$ cat src/rtl/sync_probe_deframer_unit_defines.svh
// ---------------------------------------------------------------------------
// sync probe deframer assertion macros
// concurrent check helpers, compiled out when SYNTH is defined
// ---------------------------------------------------------------------------
`ifndef SYNC_PROBE_DEFRAMER_UNIT_DEFINES_SVH
`define SYNC_PROBE_DEFRAMER_UNIT_DEFINES_SVH

`ifndef SYNTH
// expr must never hold outside reset
`define SPD_ASSERT_NEVER(lbl, clk, rst_n, expr) \
	lbl: assert property (@(posedge clk) disable iff (!(rst_n)) !(expr)) \
		else $error("spd check failed: never condition seen");
// ante implies cons in the same cycle
`define SPD_ASSERT_IMPLY(lbl, clk, rst_n, ante, cons) \
	lbl: assert property (@(posedge clk) disable iff (!(rst_n)) (ante) |-> (cons)) \
		else $error("spd check failed: implication broken");
`else
`define SPD_ASSERT_NEVER(lbl, clk, rst_n, expr)
`define SPD_ASSERT_IMPLY(lbl, clk, rst_n, ante, cons)
`endif

`endif

$ cat src/rtl/spd_pkg.sv
// ---------------------------------------------------------------------------
// spd_pkg
// shared constants and types of the sync probe deframer
// ---------------------------------------------------------------------------
`default_nettype none

package spd_pkg;

	// frame geometry
	localparam int WinLen     = 12;
	localparam int ReplyLen   = 24;
	localparam int IdxW       = $clog2(ReplyLen);
	localparam int FillW      = 4;
	localparam int QueueDepth = 2;

	// header magics, one byte each
	localparam logic [7:0] ChM = 8'h4D;
	localparam logic [7:0] ChV = 8'h56;
	localparam logic [7:0] ChA = 8'h41;
	localparam logic [7:0] ChK = 8'h4B;
	localparam logic [7:0] ChP = 8'h50;
	localparam logic [7:0] ChB = 8'h42;

	// reply magic "MVTS", first byte in the low bits
	localparam logic [31:0] ReplyMagic = 32'h5354_564D;

	// one pending reply: echoed probe payload and capture time, both little-endian
	typedef struct packed {
		logic [63:0] stamp;
		logic [63:0] payload;
	} desc_t;

	// front to queue write
	typedef struct packed {
		logic  valid;
		desc_t desc;
	} push_t;

	// queue occupancy flags
	typedef struct packed {
		logic full;
		logic empty;
	} qstat_t;

endpackage

`default_nettype wire

$ cat src/rtl/spd_front.sv
// ---------------------------------------------------------------------------
// spd_front
// byte window, header classification and reply descriptor push
// ---------------------------------------------------------------------------
`default_nettype none

module spd_front (
	input  wire logic          clk,
	input  wire logic          arst_n,
	input  wire logic          accept,
	input  wire logic [7:0]    rx_byte,
	input  wire logic [63:0]   time_now,
	output spd_pkg::push_t     push
);

	logic [7:0] win_q [spd_pkg::WinLen];
	logic [7:0] win_app [spd_pkg::WinLen];
	logic [spd_pkg::FillW-1:0] fill_q;
	logic completes;
	logic is_ack;
	logic is_probe;

	// append the new byte and look at the header
	always_comb begin
		for (int k = 0; k < spd_pkg::WinLen; k++) begin
			win_app[k] = win_q[k];
		end
		win_app[fill_q] = rx_byte;
		completes = (fill_q == spd_pkg::FillW'(spd_pkg::WinLen - 1));
		is_ack = completes && win_app[0] == spd_pkg::ChM && win_app[1] == spd_pkg::ChV &&
			win_app[2] == spd_pkg::ChA && win_app[3] == spd_pkg::ChK;
		is_probe = completes && win_app[0] == spd_pkg::ChM && win_app[1] == spd_pkg::ChV &&
			win_app[2] == spd_pkg::ChP && win_app[3] == spd_pkg::ChB;
	end

	// reply descriptor for a completed probe
	always_comb begin
		push.valid = accept && is_probe;
		push.desc.stamp = time_now;
		for (int k = 0; k < 8; k++) begin
			push.desc.payload[8*k +: 8] = win_app[4 + k];
		end
	end

	// fill count: full frame consumed, or oldest byte dropped
	always_ff @(posedge clk or negedge arst_n) begin
		if (!arst_n) begin
			fill_q <= '0;
		end else if (accept) begin
			if (is_ack || is_probe) begin
				fill_q <= '0;
			end else if (completes) begin
				fill_q <= spd_pkg::FillW'(spd_pkg::WinLen - 1);
			end else begin
				fill_q <= fill_q + 1'b1;
			end
		end
	end

	// window bytes, shifted down by one on resync
	always_ff @(posedge clk) begin
		if (accept) begin
			if (completes && !is_ack && !is_probe) begin
				for (int k = 0; k < spd_pkg::WinLen - 1; k++) begin
					win_q[k] <= win_app[k + 1];
				end
				win_q[spd_pkg::WinLen - 1] <= win_app[spd_pkg::WinLen - 1];
			end else begin
				for (int k = 0; k < spd_pkg::WinLen; k++) begin
					win_q[k] <= win_app[k];
				end
			end
		end
	end

endmodule

`default_nettype wire

$ cat src/rtl/spd_queue.sv
// ---------------------------------------------------------------------------
// spd_queue
// short fifo of pending reply descriptors between front and back
// ---------------------------------------------------------------------------
`default_nettype none

module spd_queue #(
	parameter int DEPTH = spd_pkg::QueueDepth
) (
	input  wire logic          clk,
	input  wire logic          arst_n,
	input  wire spd_pkg::push_t push,
	input  wire logic          pop,
	output spd_pkg::desc_t     head,
	output spd_pkg::qstat_t    stat
);

	localparam int PtrW = (DEPTH > 1) ? $clog2(DEPTH) : 1;
	localparam int CntW = $clog2(DEPTH + 1);

	spd_pkg::desc_t mem_q [DEPTH];
	logic [PtrW-1:0] wr_ptr_q;
	logic [PtrW-1:0] rd_ptr_q;
	logic [CntW-1:0] count_q;

	assign stat.full  = (count_q == CntW'(DEPTH));
	assign stat.empty = (count_q == '0);
	assign head = mem_q[rd_ptr_q];

	// pointers and occupancy
	always_ff @(posedge clk or negedge arst_n) begin
		if (!arst_n) begin
			wr_ptr_q <= '0;
			rd_ptr_q <= '0;
			count_q  <= '0;
		end else begin
			if (push.valid) begin
				wr_ptr_q <= (wr_ptr_q == PtrW'(DEPTH - 1)) ? '0 : wr_ptr_q + 1'b1;
			end
			if (pop) begin
				rd_ptr_q <= (rd_ptr_q == PtrW'(DEPTH - 1)) ? '0 : rd_ptr_q + 1'b1;
			end
			if (push.valid && !pop) begin
				count_q <= count_q + 1'b1;
			end else if (pop && !push.valid) begin
				count_q <= count_q - 1'b1;
			end
		end
	end

	// descriptor storage
	always_ff @(posedge clk) begin
		if (push.valid) begin
			mem_q[wr_ptr_q] <= push.desc;
		end
	end

endmodule

`default_nettype wire

$ cat src/rtl/spd_back.sv
// ---------------------------------------------------------------------------
// spd_back
// reply serializer, one byte per transfer into an output register
// ---------------------------------------------------------------------------
`default_nettype none

module spd_back (
	input  wire logic          clk,
	input  wire logic          arst_n,
	input  wire logic [31:0]   camera_id,
	input  wire spd_pkg::desc_t  head,
	input  wire spd_pkg::qstat_t stat,
	output logic               pop,
	output logic               out_valid,
	input  wire logic          out_stall,
	output logic [7:0]         tx_byte,
	output logic               last_byte
);

	logic [spd_pkg::IdxW-1:0] idx_q;
	logic                     valid_q;
	logic [7:0]               byte_q;
	logic                     last_q;
	logic                     load;
	logic                     is_last;
	logic [7:0]               cur_byte;
	logic [31:0]              cam_sh;
	logic [63:0]              pay_sh;
	logic [63:0]              stamp_sh;
	logic [31:0]              magic_sh;

	assign load    = !stat.empty && (!valid_q || !out_stall);
	assign is_last = (idx_q == spd_pkg::IdxW'(spd_pkg::ReplyLen - 1));
	assign pop     = load && is_last;

	// byte select by reply position
	always_comb begin
		magic_sh = spd_pkg::ReplyMagic >> {idx_q[1:0], 3'b000};
		cam_sh   = camera_id >> {idx_q[1:0], 3'b000};
		pay_sh   = head.payload >> {idx_q[2:0], 3'b000};
		stamp_sh = head.stamp >> {idx_q[2:0], 3'b000};
		if (idx_q < spd_pkg::IdxW'(4)) begin
			cur_byte = magic_sh[7:0];
		end else if (idx_q < spd_pkg::IdxW'(8)) begin
			cur_byte = cam_sh[7:0];
		end else if (idx_q < spd_pkg::IdxW'(16)) begin
			cur_byte = pay_sh[7:0];
		end else begin
			cur_byte = stamp_sh[7:0];
		end
	end

	// position counter and output valid
	always_ff @(posedge clk or negedge arst_n) begin
		if (!arst_n) begin
			idx_q   <= '0;
			valid_q <= 1'b0;
		end else begin
			if (load) begin
				idx_q <= is_last ? '0 : idx_q + 1'b1;
			end
			if (load) begin
				valid_q <= 1'b1;
			end else if (!out_stall) begin
				valid_q <= 1'b0;
			end
		end
	end

	// output payload register
	always_ff @(posedge clk) begin
		if (load) begin
			byte_q <= cur_byte;
			last_q <= is_last;
		end
	end

	assign out_valid = valid_q;
	assign tx_byte   = byte_q;
	assign last_byte = last_q;

endmodule

`default_nettype wire

$ cat src/rtl/sync_probe_deframer_unit.sv
// a completed probe is first written into the reply queue; the serializer then
//   loads the first reply byte into the output register and raises out_valid;
//   24 bytes in all, one per cycle without stall
// throughput: one input byte per cycle while the reply queue has room; output is
//   one byte per cycle while a reply is queued and out_stall is low
// reset: window empty, camera_id zero, reply queue and output register empty
// ---------------------------------------------------------------------------
// sync_probe_deframer_unit
// deframes a hub byte stream, drops acks, answers probes with a 24-byte reply
// ---------------------------------------------------------------------------
`default_nettype none

`include "sync_probe_deframer_unit_defines.svh"

module sync_probe_deframer_unit #(
	parameter int QUEUE_DEPTH = spd_pkg::QueueDepth
) (
	input  wire logic          clk,
	input  wire logic          arst_n,
	// byte input
	input  wire logic          in_valid,
	output logic               in_stall,
	input  wire logic [7:0]    rx_byte,
	input  wire logic [63:0]   time_now,
	// reply output
	output logic               out_valid,
	input  wire logic          out_stall,
	output logic [7:0]         tx_byte,
	output logic               last_byte,
	// camera id write
	input  wire logic          cfg_valid,
	output logic               cfg_ready,
	input  wire logic [31:0]   cfg_data
);

	logic            accept;
	logic            pop;
	logic [31:0]     camera_id_q;
	spd_pkg::push_t  push;
	spd_pkg::desc_t  head;
	spd_pkg::qstat_t stat;

	assign cfg_ready = 1'b1;
	assign in_stall  = stat.full;
	assign accept    = in_valid && !in_stall;

	// camera id register
	always_ff @(posedge clk or negedge arst_n) begin
		if (!arst_n) begin
			camera_id_q <= '0;
		end else if (cfg_valid && cfg_ready) begin
			camera_id_q <= cfg_data;
		end
	end

	spd_front u_front (
		.clk      (clk),
		.arst_n   (arst_n),
		.accept   (accept),
		.rx_byte  (rx_byte),
		.time_now (time_now),
		.push     (push)
	);

	spd_queue #(
		.DEPTH (QUEUE_DEPTH)
	) u_queue (
		.clk    (clk),
		.arst_n (arst_n),
		.push   (push),
		.pop    (pop),
		.head   (head),
		.stat   (stat)
	);

	spd_back u_back (
		.clk       (clk),
		.arst_n    (arst_n),
		.camera_id (camera_id_q),
		.head      (head),
		.stat      (stat),
		.pop       (pop),
		.out_valid (out_valid),
		.out_stall (out_stall),
		.tx_byte   (tx_byte),
		.last_byte (last_byte)
	);

	// checks
	`SPD_ASSERT_NEVER(a_no_push_full, clk, arst_n, push.valid && stat.full)
	`SPD_ASSERT_NEVER(a_no_pop_empty, clk, arst_n, pop && stat.empty)
	`SPD_ASSERT_IMPLY(a_mid_reply_held, clk, arst_n, out_valid && !last_byte, !stat.empty)

endmodule

`default_nettype wire

$ cat config.mk
export PLATFORM = sky130hd
export DESIGN_NAME = sync_probe_deframer_unit
export DESIGN_NICKNAME = d
export VERILOG_FILES = /design/src/rtl/spd_pkg.sv /design/src/rtl/spd_front.sv /design/src/rtl/spd_queue.sv /design/src/rtl/spd_back.sv /design/src/rtl/sync_probe_deframer_unit.sv
export VERILOG_INCLUDE_DIRS = /design/src /design/src/rtl
export SDC_FILE = /design/constraint.sdc
export NUM_CORES = 1
export LEC_CHECK = 0
export ABC_AREA = 1
export BUFFER_PORTS_ARGS = -buffer_cell sky130_fd_sc_hd__buf_2
export CORE_MARGIN = 4
export CORE_UTILIZATION = 50
export DETAILED_ROUTE_END_ITERATION = 8
export GPL_ROUTABILITY_DRIVEN = 0
export HOLD_SLACK_MARGIN = 0.03
export PLACE_DENSITY = 0.64
export SYNTH_ARGS = -nofsm -noshare
export SYNTH_HDL_FRONTEND = slang
export SYNTH_SLANG_ARGS = --single-unit
$ cat constraint.sdc
create_clock -name clk -period 8.7 [get_ports clk]
set_input_delay 1.74 -clock clk [delete_from_list [all_inputs] [get_ports clk]]
set_output_delay 1.74 -clock clk [all_outputs]
set_load 0.05 [all_outputs]
==> results.md <==
* Outcome: completed
* Synth warn at 0
* Worst Path Required at 9.00 ns
* Crit path launch type: input pin
* Setup TNS at 0 ns
* Core Area at 35910 µm²
* Layout cells sized above 1 at 12.54%
* Worst-Margin Slew at between 1 and 1.5 ns
* Via Count at 13350
* Die ar. at ~40000 µm²
* Worst skew pair latency at approximately 0.56 ns
* Hold Startpoint: u_back.out_valid
* FF-to-FF path depth at 13
* Reg-to-reg critical path startpoint: u_front.fill_q[3]
* Slowest-stage cell, CP: nand2_4
* Overall routed net length at 46150 µm
* Final Setup Violations at 0
* TritonCTS Buffers at 44
* Sequential share of the synthesized area at 65.28%
* CTS Buffer Depth at 3
* Initial DRC Count at 1320
* DRC at 0
* DIE HEIGHT at roughly 200 µm
* IR drop worst, VDD at around 0.19 mV
* Reg area at around 12000 µm²
* Async SR Flop Fraction at 11.30%
* CTS root buf: clkbuf_16
* Starting density of the core at around 50%
* Syn Inst Count at between 1500 and 2000
* Gr ovfl total at 0
* Synth Cell Area at 18370 µm²
* Cts repair resizes at 0
* #FFs+latches synth at 407
* Number of global-route vias before repair at between 10000 and 15000
* Final hold vios at 0
* Hold Path Sink: u_back.out_valid
* Io pins at 121
* Largest delay share family, worst path: simple AND/OR/NAND/NOR gates
* Fin nets at just under 2000
* Top-count cell post-synth: nand2_1
* Max Clk Rate at 0.2099 GHz
* Slew HR at between 20 and 30%
* Row count at 69
* Crit path buffers/inverters at 2
* Largest net degree at the start of global routing at 93
* Synth Flop Type: edfxtp_1
* Clock skew at 0.01182 ns
* Critical path class: input pin to flip-flop
* Max Cap Viol at 0
* RSZ-0062 raised after global routing: no
* Routed Antenna Nets at 0
* First-pass GRT wire length at 71910 µm
* R2R Setup Slk at 4.15 ns
* Arrival @ worst endpoint at just over 5 ns
* Number of diodes at 0
* Routed WL per cell at 19.90 µm
* PortBufs at 119
* CTS tree: done
* Number of enable flip-flop cells after synthesis at 361
* Post-place instance area at 19130 µm²
* Ranking of synthesized cells by area: edfxtp_1 (59%), nand2_1 (8.2%), o21ai_0 (6.8%)
* Filler cells at 3074
* Post-synth top area share at 59.01%
* Hold-critical path depth at 2
* Post-Syn Nets at 1876
* Clock slew seen by the registers of the worst setup and hold paths at about 0.06 ns
* CP max stage delay at 0.75 ns
* Layout area overhead at 11.57%
* Hold/Removal Path Class: flip-flop to flip-flop
* Static Leakage at approximately 8 nW
* Tcrit/Tclk final at a little over half
* Power per cell area at 341.1 nW/µm²
* Die width at ~200 µm
* Final instance area at 20500 µm²
* CP Capture Type: flip-flop
* Min cycle time layout at about 4.8 ns
* Pre-antenna DRT Iters at 5
* CP Max Fanout at 81
* RR Endpoint: u_front.win_q[0][13]
* Vias per cell at between 5 and 6
* Area of the multi-input gates at around 5500 µm²
* Mapped Avg Cell Area at 10.45 µm²
* Initial antenna violation count at 0
* Slew Viols, Final at 0
* # hold bufs at CTS at 0
* Netlist cell types at 34
* Post-synth top area cell: edfxtp_1
* Top post-synthesis cells by count: nand2_1 (403), edfxtp_1 (361), o21ai_0 (248)
* Cells along the critical path: buf_2 -> inv_1 -> o21ai_0 -> nand2_1 -> nor2_1 -> nor2_1 -> nor2_1 -> nand2_2 -> nand2_4 -> nand2_4 -> nand2_1 -> nand2_1
* Clock H-tree levels at 2
* GRT Util Overall at around 23%
* Clock sink count at 407
* DP HPWL at roughly 29000 µm
* Post-CTS setup buffers at 0
==> per-stage QoR <==
step                      util [%]  std cells  hold slack (ns)  setup WS [ns]  total power, mW
final                        57.07       2319           0.4884          3.935            6.992
after floorplan                  -       1758           0.4752         0.1075            4.515
after global routing         57.07       2319           0.5218          3.657            7.452
after global placement       53.28       2241           0.4691          3.506            5.192
after detailed placement     53.28       2241           0.4849          3.474            5.230
after CTS                    57.07       2319           0.4966          4.053            7.017
==> placed cells by master, fill, tap and decap left out, drive strengths merged, types with 5 or more instances in the layout <==
master / synthesis / layout
a21oi: 25 / 25
buf: 29 / 137
clkbuf: 86 / 56
clkinv: 1 / 18
dfrtp: 46 / 46
edfxtp: 361 / 361
ha: 9 / 9
inv: 93 / 94
mux2: 17 / 17
nand2: 409 / 409
nand3: 155 / 155
nand4: 14 / 14
nor2: 182 / 182
o21ai: 249 / 249
o221ai: 52 / 52
o22ai: 10 / 10
xor2: 5 / 5
==> cell type report <==
type / count / area share, %
sequential: 407 / 58.53
multi-input combinational: 1142 / 26.70
clock buffer: 56 / 5.744
timing repair buffer: 137 / 3.565
tap: 461 / 2.814
inverter: 94 / 1.752
clock inverter: 22 / 0.8974
==> power by group <==
part | internal, mW | switching [mW] | total [mW]
Clock | 1.04 | 0.737 | 1.78
Combinational | 0.676 | 1.82 | 2.50
Sequential | 2.57 | 0.145 | 2.72
==> state kept, by name (all words and copies together), names as in the netlist <==
name              flops
u_queue.mem_q       256
u_front.win_q        96
camera_id_q          32
u_back.tx_byte        8
u_back.idx_q          5
u_front.fill_q        4
u_queue.count_q       2
u_back.last_byte      1
u_back.out_valid      1
u_queue.rd_ptr_q      1
u_queue.wr_ptr_q      1
==> metal layers <==
metal  GRT usage (%)  part of all wire [%]
met2           36.26                    47
met4           7.270                   2.4
met3           4.063                   7.6
met1           33.12                    43
met5               0                     0
==> logic make-up after synthesis <==
logic type               Yosys count  synth area share, %
buffers and inverters            209                5.020
flip-flops                       407                65.28
AND/OR/NAND/NOR                  762                17.03
XOR/XNOR                           6               0.2861
other                              1              0.02041
adder cells (fa/ha/maj)            9               0.6130
AO/OA/AOI/OAI                    347                10.71
multiplexers                      17                1.042
==> worst reg2reg max path, cell delays in order (launching register included) <==
cell     delay (ns)
dfrtp_1        0.41
nor2_2         0.11
buf_4          0.34
nand2_2        0.36
o21ai_0        0.50
nand2_1        0.14
nor2_1         0.12
nor2_1         0.06
nor2_1         0.14
nand2_2        0.23
nand2_4        0.75
nand2_4        0.77
nand2_1        0.33
nand2_1        0.07
==> worst max path at each step <==
| stage | start | end | slack [ns] | cells past startpoint |
|---|---|---|---|---|
| 6_report | rx_byte[0] | u_front.win_q[0][13] | 3.94 | 12 |
| 5_1_grt | rx_byte[0] | u_front.win_q[0][14] | 3.66 | 12 |
| 4_1_cts | rx_byte[0] | u_front.win_q[0][13] | 4.05 | 12 |
| 3_5_place_dp | rx_byte[0] | u_front.win_q[0][13] | 3.47 | 12 |
| 3_3_place_gp | rx_byte[0] | u_front.win_q[0][19] | 3.51 | 12 |
| 2_1_floorplan | rx_byte[5] | u_queue.mem_q[0][0] | 0.11 | 10 |
No activity file was read; power rests on OpenSTA's default activity.
